### config.mk
export PLATFORM = sky130hd
export DESIGN_NAME = ir_message_deframer
export DESIGN_NICKNAME = d
export VERILOG_FILES = /design/src/design/irmd_pkg.sv /design/src/design/ir_message_deframer.sv
export SDC_FILE = /design/constraint.sdc
export NUM_CORES = 1
export LEC_CHECK = 0
export BUFFER_PORTS_ARGS = -buffer_cell sky130_fd_sc_hd__buf_2
export CORE_ASPECT_RATIO = 0.5
export CORE_MARGIN = 3
export CORE_UTILIZATION = 57
export DETAILED_ROUTE_END_ITERATION = 10
export PLACE_DENSITY_LB_ADDON = 0.12
export SLEW_MARGIN = 5
export SYNTH_ARGS = -nofsm -noshare
export SYNTH_HDL_FRONTEND = slang
export SYNTH_SLANG_ARGS = --single-unit
### constraint.sdc
create_clock -name clk_i -period 5.5 [get_ports clk_i]
set_input_delay 0.825 -clock clk_i [delete_from_list [all_inputs] [get_ports clk_i]]
set_output_delay 0.825 -clock clk_i [all_outputs]
set_load 0.02 [all_outputs]
### src/design/irmd_pkg.sv
// shared types, codes and reset values for the ir message deframer
package irmd_pkg;

  // result kinds
  typedef enum logic [1:0] {
    KIND_DATA       = 2'd0,
    KIND_COMPLETE   = 2'd1,
    KIND_IDLE_ABORT = 2'd2,
    KIND_REJ_ABORT  = 2'd3
  } kind_e;

  // configuration register indexes
  typedef enum logic [2:0] {
    REG_OWN_ADDR    = 3'd0,
    REG_UNKNOWN     = 3'd1,
    REG_MAX_SENDER  = 3'd2,
    REG_MARK_FIRST  = 3'd3,
    REG_MARK_SECOND = 3'd4,
    REG_MARK_THIRD  = 3'd5,
    REG_IDLE_LIMIT  = 3'd6,
    REG_REJ_LIMIT   = 3'd7
  } reg_idx_e;

  // register reset values
  localparam logic [7:0] RST_OWN_ADDR    = 8'd0;
  localparam logic [7:0] RST_UNKNOWN     = 8'd255;
  localparam logic [7:0] RST_MAX_SENDER  = 8'd99;
  localparam logic [7:0] RST_MARK_FIRST  = 8'd240;
  localparam logic [7:0] RST_MARK_SECOND = 8'd241;
  localparam logic [7:0] RST_MARK_THIRD  = 8'd242;
  localparam logic [7:0] RST_IDLE_LIMIT  = 8'd10;
  localparam logic [7:0] RST_REJ_LIMIT   = 8'd40;

  // length saturation default
  localparam int MaxLengthDefault = 255;

  // result queue geometry
  localparam int MaxResults = 3;
  localparam int QueueDepth = 4;
  localparam int PtrW       = $clog2(QueueDepth);
  localparam int CntW       = $clog2(QueueDepth + 1);

  // one result item
  typedef struct packed {
    kind_e      kind;
    logic [7:0] data;
    logic [7:0] total;
    logic       last;
  } result_t;

endpackage

### src/design/ir_message_deframer.sv
// ir message deframer: frame filtering, end mark matching and result queue
// results of an input transfer are registered into the result queue before they are offered
// throughput: one input per cycle while each causes at most one result and the
//   output drains; a queue of four results takes new input only with three free slots
// reset: registers return to their defaults, the block waits for a message,
//   and the result queue is empty
module ir_message_deframer #(
  parameter int MAX_LENGTH = irmd_pkg::MaxLengthDefault
) (
  input  logic       clk_i,
  input  logic       rst_ni,
  // configuration
  input  logic       cfg_we_i,
  input  logic [2:0] cfg_idx_i,
  input  logic [7:0] cfg_data_i,
  // input channel
  input  logic       in_valid_i,
  output logic       in_ready_o,
  input  logic       action_i,
  input  logic [7:0] sender_address_i,
  input  logic [7:0] command_byte_i,
  // output channel
  output logic       out_valid_o,
  input  logic       out_ready_i,
  output logic [1:0] kind_o,
  output logic [7:0] data_byte_o,
  output logic [7:0] byte_total_o,
  output logic       last_o
);

  localparam logic [7:0] MaxLen = 8'(MAX_LENGTH);

  // configuration registers
  logic [7:0] own_q, unknown_q, max_sender_q, mark1_q, mark2_q, mark3_q;
  logic [7:0] idle_lim_q, rej_lim_q;

  // message state
  logic       rx_q, rx_d;
  logic       seen1_q, seen1_d;
  logic       seen2_q, seen2_d;
  logic [7:0] last_q, last_d;
  logic [7:0] count_q, count_d;
  logic [7:0] idle_q, idle_d;
  logic [7:0] rej_q, rej_d;

  // result queue
  irmd_pkg::result_t               queue_q [irmd_pkg::QueueDepth];
  logic [irmd_pkg::PtrW-1:0]       wr_ptr_q, rd_ptr_q;
  logic [irmd_pkg::CntW-1:0]       fill_q;

  // per-item results
  irmd_pkg::result_t res [irmd_pkg::MaxResults];
  logic [1:0]        res_n;
  logic [1:0]        res_n_raw;
  logic [7:0]        cnt;
  logic [7:0]        idle_inc, rej_inc;
  logic              in_xfer, out_xfer, rejected, own_or_unknown;

  assign in_ready_o = fill_q <= irmd_pkg::CntW'(irmd_pkg::QueueDepth - irmd_pkg::MaxResults);
  assign in_xfer    = in_valid_i && in_ready_o;
  assign out_valid_o = fill_q != '0;
  assign out_xfer   = out_valid_o && out_ready_i;

  assign idle_inc = (idle_q == 8'hFF) ? idle_q : idle_q + 8'd1;
  assign rej_inc  = (rej_q == 8'hFF) ? rej_q : rej_q + 8'd1;
  assign own_or_unknown = (sender_address_i == own_q) || (sender_address_i == unknown_q);
  assign rejected = own_or_unknown || (sender_address_i > max_sender_q);

  // frame processing
  always_comb begin
    rx_d      = rx_q;
    seen1_d   = seen1_q;
    seen2_d   = seen2_q;
    last_d    = last_q;
    count_d   = count_q;
    idle_d    = idle_q;
    rej_d     = rej_q;
    res_n_raw = 2'd0;
    cnt       = count_q;
    for (int k = 0; k < irmd_pkg::MaxResults; k++) begin
      res[k] = '{kind: irmd_pkg::KIND_DATA, data: 8'd0, total: 8'd0, last: 1'b0};
    end
    if (in_xfer) begin
      if (!rx_q) begin
        // opening frame
        if (!action_i && !own_or_unknown) begin
          rx_d = 1'b1; seen1_d = 1'b0; seen2_d = 1'b0; last_d = 8'd0;
          count_d = 8'd0; idle_d = 8'd0; rej_d = 8'd0;
        end
      end else if (action_i) begin
        // empty tick
        idle_d = idle_inc;
        if (idle_inc >= idle_lim_q) begin
          res[0] = '{kind: irmd_pkg::KIND_IDLE_ABORT, data: 8'd0, total: count_q, last: 1'b0};
          res_n_raw = 2'd1;
          rx_d = 1'b0; seen1_d = 1'b0; seen2_d = 1'b0; last_d = 8'd0;
          count_d = 8'd0; idle_d = 8'd0; rej_d = 8'd0;
        end
      end else begin
        idle_d = 8'd0;
        priority if (rejected) begin
          rej_d = rej_inc;
          if (rej_inc >= rej_lim_q) begin
            res[0] = '{kind: irmd_pkg::KIND_REJ_ABORT, data: 8'd0, total: count_q, last: 1'b0};
            res_n_raw = 2'd1;
            rx_d = 1'b0; seen1_d = 1'b0; seen2_d = 1'b0; last_d = 8'd0;
            count_d = 8'd0; rej_d = 8'd0;
          end
        end else if (count_q != 8'd0 && command_byte_i == last_q) begin
          // repeat of last stored byte
        end else if (!seen1_q && command_byte_i == mark1_q) begin
          seen1_d = 1'b1;
        end else if (seen1_q && !seen2_q && command_byte_i == mark2_q) begin
          seen2_d = 1'b1;
        end else if (seen1_q && seen2_q && command_byte_i == mark3_q) begin
          res[0] = '{kind: irmd_pkg::KIND_COMPLETE, data: 8'd0, total: count_q, last: 1'b0};
          res_n_raw = 2'd1;
          rx_d = 1'b0; seen1_d = 1'b0; seen2_d = 1'b0; last_d = 8'd0;
          count_d = 8'd0; rej_d = 8'd0;
        end else if (seen2_q && command_byte_i == mark2_q) begin
          // repeated second mark byte
        end else if (seen1_q && command_byte_i == mark1_q) begin
          // repeated first mark byte
        end else begin
          // flush broken mark, then store the byte
          if (seen1_q) begin
            cnt = (cnt < MaxLen) ? cnt + 8'd1 : cnt;
            res[res_n_raw] = '{kind: irmd_pkg::KIND_DATA, data: mark1_q, total: cnt,
                               last: 1'b0};
            res_n_raw = res_n_raw + 2'd1;
          end
          if (seen2_q) begin
            cnt = (cnt < MaxLen) ? cnt + 8'd1 : cnt;
            res[res_n_raw] = '{kind: irmd_pkg::KIND_DATA, data: mark2_q, total: cnt,
                               last: 1'b0};
            res_n_raw = res_n_raw + 2'd1;
          end
          cnt = (cnt < MaxLen) ? cnt + 8'd1 : cnt;
          res[res_n_raw] = '{kind: irmd_pkg::KIND_DATA, data: command_byte_i, total: cnt,
                             last: 1'b0};
          res_n_raw = res_n_raw + 2'd1;
          seen1_d = 1'b0;
          seen2_d = 1'b0;
          last_d  = command_byte_i;
          count_d = cnt;
        end
      end
    end
    // mark the final result of this item
    for (int k = 0; k < irmd_pkg::MaxResults; k++) begin
      res[k].last = (2'(k) == res_n_raw - 2'd1) && (res_n_raw != 2'd0);
    end
    res_n = res_n_raw;
  end

  // configuration and message state
  always_ff @(posedge clk_i or negedge rst_ni) begin
    if (!rst_ni) begin
      own_q        <= irmd_pkg::RST_OWN_ADDR;
      unknown_q    <= irmd_pkg::RST_UNKNOWN;
      max_sender_q <= irmd_pkg::RST_MAX_SENDER;
      mark1_q      <= irmd_pkg::RST_MARK_FIRST;
      mark2_q      <= irmd_pkg::RST_MARK_SECOND;
      mark3_q      <= irmd_pkg::RST_MARK_THIRD;
      idle_lim_q   <= irmd_pkg::RST_IDLE_LIMIT;
      rej_lim_q    <= irmd_pkg::RST_REJ_LIMIT;
      rx_q         <= 1'b0;
      seen1_q      <= 1'b0;
      seen2_q      <= 1'b0;
      last_q       <= 8'd0;
      count_q      <= 8'd0;
      idle_q       <= 8'd0;
      rej_q        <= 8'd0;
    end else begin
      if (cfg_we_i) begin
        unique case (irmd_pkg::reg_idx_e'(cfg_idx_i))
          irmd_pkg::REG_OWN_ADDR:    own_q        <= cfg_data_i;
          irmd_pkg::REG_UNKNOWN:     unknown_q    <= cfg_data_i;
          irmd_pkg::REG_MAX_SENDER:  max_sender_q <= cfg_data_i;
          irmd_pkg::REG_MARK_FIRST:  mark1_q      <= cfg_data_i;
          irmd_pkg::REG_MARK_SECOND: mark2_q      <= cfg_data_i;
          irmd_pkg::REG_MARK_THIRD:  mark3_q      <= cfg_data_i;
          irmd_pkg::REG_IDLE_LIMIT:  idle_lim_q   <= cfg_data_i;
          irmd_pkg::REG_REJ_LIMIT:   rej_lim_q    <= cfg_data_i;
          default: ;
        endcase
      end
      rx_q    <= rx_d;
      seen1_q <= seen1_d;
      seen2_q <= seen2_d;
      last_q  <= last_d;
      count_q <= count_d;
      idle_q  <= idle_d;
      rej_q   <= rej_d;
    end
  end

  // result queue pointers and fill level
  always_ff @(posedge clk_i or negedge rst_ni) begin
    if (!rst_ni) begin
      wr_ptr_q <= '0;
      rd_ptr_q <= '0;
      fill_q   <= '0;
    end else begin
      wr_ptr_q <= wr_ptr_q + irmd_pkg::PtrW'(res_n);
      if (out_xfer) begin
        rd_ptr_q <= rd_ptr_q + irmd_pkg::PtrW'(1);
      end
      fill_q <= fill_q + irmd_pkg::CntW'(res_n) - irmd_pkg::CntW'(out_xfer);
    end
  end

  // result queue storage
  always_ff @(posedge clk_i) begin
    for (int k = 0; k < irmd_pkg::MaxResults; k++) begin
      if (2'(k) < res_n) begin
        queue_q[wr_ptr_q + irmd_pkg::PtrW'(k)] <= res[k];
      end
    end
  end

  // output transfer fields
  assign kind_o       = queue_q[rd_ptr_q].kind;
  assign data_byte_o  = queue_q[rd_ptr_q].data;
  assign byte_total_o = queue_q[rd_ptr_q].total;
  assign last_o       = queue_q[rd_ptr_q].last;

endmodule
## After elaboration in Yosys (flattened, before gate mapping)

Memory sizes are Yosys's and may differ from the RTL's.
Index checks and enable logic that the tools add are counted.

- Order comparisons: 14
- Eq/ne operators: 30
- Reduce and logical (&&, ||, !) cells: 41
- Bitwise gates (word level): 2
- Add/sub/neg operators: 14
- Mux-type cells: 170

Operators with widths:

| cell | number |
|---|---|
| $mux W57 | 18 |
| $mux W8 | 59 |
| $mux W19 | 17 |
| $bwmux W57 | 2 |
| $mux W38 | 3 |
| $demux W19 S2 | 2 |
| $mux W2 | 31 |
| $eq A8 B8 Y1 | 6 |
| $add A8 B1 Y8 const B | 5 |
| $mux W1 | 37 |
| $lt A8 B8 Y1 const B | 3 |
| $ne A6 B6 Y1 const B | 4 |
| $reduce_and A2 Y1 | 9 |
| $mux W17 | 1 |
| $eq A8 B8 Y1 const B | 2 |
| $ge A8 B8 Y1 | 2 |
| $logic_and A1 B1 Y1 | 16 |
| $reduce_and A8 Y1 | 2 |
| $ne A5 B5 Y1 const B | 3 |
| $eq A3 B3 Y1 const B | 4 |
| $ne A4 B4 Y1 const B | 3 |
| $reduce_and A9 Y1 | 1 |
| $add A2 B1 Y2 const B | 4 |
| $gt A8 B8 Y1 | 1 |
| 26 further kinds | 36 |

- Logic and storage cells: 290
- RAM bits: 76
- Memories kept: 1
- Output and inout bits: 21
- Register bits after elaboration: 106

Memories:

| name | depth | bits a word | rd ports | clocked after memory_dff | write ports | line | RTL |
|---|---|---|---|---|---|---|---|
| queue_q | 4 | 19 | 1 | 0 | 3 | ir_message_deframer.sv:47 | `irmd_pkg::result_t queue_q [irmd_pkg::QueueDepth];` |

## Logic depth before layout (Yosys ltp)

- Depth in word-level cells: 40
- Mapped depth: 23
- Depth with buffers taken out: 21

## Worst setup path after synthesis

Ideal clock, no wire load.

- Kind: reg-to-reg
- Start: reg rej_q[0]
- End: mem queue_q[0][0] (netlist bit), enable pin
- Period minus slack after synthesis: 5,200 ps
- Setup time: 427 ps
- Cell stages (with the launch flop): 18
- Path slack: 300 ps
- Arrival: 4,772 ps
- Cell sequence: dfrtp_1 > ha_1 > nand2_1 > nor2_1 > a31oi_1 > nand3_1 > xnor2_1 > ha_1 > a2111oi_0 > a22oi_1 > inv_1 > a311o_1 > nand3_1 > and2_1 > clkbuf_1 > clkbuf_1 > o21ai_0 > a221oi_1

RTL lines:

| item | line | RTL |
|---|---|---|
| from (decl) | ir_message_deframer.sv:44 | `logic [7:0] rej_q, rej_d;` |
| from (signal assigned) | ir_message_deframer.sv:194 | `rej_q <= rej_d;` |
| to (decl) | ir_message_deframer.sv:47 |  |

==> out/metrics.yaml <==
critical_path:
  slowest_delay_ns: 0.52
  critPathLaunchType: "register"
  crit_path_end_kind: "register"
  critPathSlowestCell: "a221oi_1"
  r2r_end: "queue_q[0][4]"
  crit_chain: "ha_1 > nand3_1 > o21ai_2 > xnor2_1 > ha_2 > nand4b_4 > o31ai_1 > buf_4 > xnor2_1 > ha_1 > nand3_1 > buf_4 > nor3_1 > a21oi_1 > o21ai_0 > a32oi_1 > a221oi_1"
  cp.required_ns: 5.71
  arrival_ns: 5.24
  cp_max_fo: 9
  critPathTopFamily: "compound AO/OA/AOI/OAI gates"
  r2r_cells: 17
  reg2reg_from: "count_q[1]"
  path_class: "register to register"
  critPathBufInv: 2
  r2r_slack_ns: 0.47
power_and_ir_drop:
  ir_worst_vdd_mv: 0.256
  p_per_area_nw_per_um2: 329
  p_leak_nw: 5.25
final_layout:
  num-nets-final: 1319
  layout-drive-gt1-share_pct: 21.0
  finalInstanceArea_um2: 13200
  area_delta_synth_final_pct: 9.62
  post-route-util_pct: 65.7
sta:
  tns_ns: 0
  skew_ns: 0.00959
  slew_headroom_pct: 11.4
  slew_viol_final: 0
  period_minus_slack_ns: 5.03
  hold_violations: 0
  worstMarginPinSlew_ns: 1.32
  fin_ws_ns: 0.467
  post-route-period-util_pct: 91.5
  grt_setup_unrepaired: "false"
  max_clock_freq_ghz: 0.199
  setup_viol_count_final: 0
cts:
  clk_pin_slew_ns: 0.07
  cts-htree-levels: 4
  cts-root-buf: "clkbuf_16"
  cts_hold_buf: 0
  cts.sinks: 182
  cts_buffers: 17
  insertion_delay_ns: 0.45
  cts_tree: "yes"
  cts_buffer_depth: 2
synth:
  synth_area_per_cell_um2: 9.84
  synthesis.area_um2: 12000
  seq_area_frac_synth_pct: 41.4
  synth_common_cells: "nand2_1, o21ai_0, dfrtp_1, edfxtp_1, nor2_1"
  ys_types: 87
  synthTopCellsByArea: "edfxtp_1, dfrtp_1, dfstp_2"
  yosys.area.top_type: "edfxtp_1"
  synth_edf_count: 76
  synth_cells: 1221
  ys_async_sr_fraction_pct: 58.2
  syn_nets: 1293
  synth_top_area_share_pct: 19.0
  synth_seq_cells: 182
  synth_warnings: 0
  synth_ff_type: "edfxtp_1"
  yosysMostFrequentCell: "nand2_1"
die:
  die_area_um2: 23000
  rows: 36
  initial_core_util_pct: 60.0
  ioPinCount: 54
  die_y_um: 109
  dieWidth_um: 211
  coreArea_um2: 20000
worst_hold_path:
  worstHoldPathType: "input port to asynchronous set/reset pin"
global_route:
  grt_max_degree: 66
  grt.total_usage_pct: 30.9
  antenna_found_initial: 2
  grt_pass1_vias: 9595
  grt_overflow: 0
  grt_pass1_wl_um: 54200
drt:
  drtIter0Drc: 987
  drc: 0
  postRouteWirelength_um: 34400
  wl_met2_um: 14600
  drtPass1Iterations: 8
  met1Wirelength_um: 15900
  routedWlPerCell_um: 22.5
  wl_met3_um: 3260
  ant_nets: 0
  viasPerCell: 6.65
  vias: 10100
  routed.top_layer: "met5"
placed_design:
  place.gp.congestion: 0.976
  io_buffers: 53
  place_hpwl_um: 25000
  place_ws_ns: 0.235
  place_area_um2: 12600
run:
  cap_viol_max_count: 0
run_status:
  status: "finished clean"
metrics by stage:
stage                     instances  hold WS [ns]  power, mW
final                          1527         0.477       4.33
after global routing           1527         0.518       4.55
after global placement         1494         0.487       3.07
after detailed placement       1494         0.489       3.11
after floorplan                1221         0.463       2.72
after CTS                      1526         0.500       4.34
flip-flops by register name, summed over array words and instances (netlist names), 3 cells and up:
signal / count
count_q: 8
fill_q: 3
idle_lim_q: 8
idle_q: 8
last_q: 8
mark1_q: 8
mark2_q: 8
mark3_q: 8
max_sender_q: 8
own_q: 8
queue_q: 76
rej_lim_q: 8
rej_q: 8
unknown_q: 8
routing by layer:
layer	GRT usage, %	vias to the layer above
li1	-	4621
met1	45.1	4995
met2	45.1	480
met3	8.51	51
met4	9.36	2
met5	0	-
placed cells by master (no fill, tap or decap), types with 34 or more instances in the layout:
master and count:
xnor2_1 42, nor2_1 73, buf_4 34, nand3_1 63, dfrtp_1 75, o21ai_0 103
nand2_1 117, buf_2 52, a21oi_1 34, edfxtp_1 76, mux2_2 68, ha_1 37
inv_1 46
cell families after synthesis:
| kind of cell | share of synthesized area, % |
|---|---|
| DFF | 41.4 |
| buffers and inverters | 4.20 |
| adders and majority gates | 4.21 |
| xor gates and xnor gates | 5.24 |
| muxes | 11.0 |
| and+or+nand+nor | 15.9 |
| AOI/OAI and AO/OA | 18.1 |
what timing repair did:
item / CTS / global route
resized for setup: 0 / 6
setup buffers: 0 / 0
setup endpoints to repair: 0 / 23
how the worst max path moves through the flow:
stage	end	startpoint	cells after the start
after global routing	fill_q[2]	rej_q[0]	21
after CTS	fill_q[2]	rej_q[0]	21
after detailed placement	fill_q[2]	rej_q[0]	21
final	queue_q[0][4]	count_q[1]	17
after floorplan	queue_q[0][0]	rej_q[0]	17
after global placement	queue_q[0][4]	count_q[7]	16
layout make-up:
cell class | instances | area [um^2]
Antenna cell | 1 | 2.50
Clock buffer | 22 | 518
Clock inverter | 10 | 77.6
Fill cell | 1588 | 6870
Inverter | 47 | 176
Multi-Input combinational cell | 913 | 6580
Sequential cell | 182 | 4970
Tap cell | 266 | 333
Timing Repair Buffer | 86 | 515
power by group:
group | switching (mW) | leakage, nW | internal, mW
logic | 0.691 | 2.90 | 0.551
clock network | 0.552 | 0.285 | 0.676
registers | 0.223 | 2.06 | 1.64
total | 1.47 | 5.25 | 2.87
No activity file was read; power rests on OpenSTA's default activity.
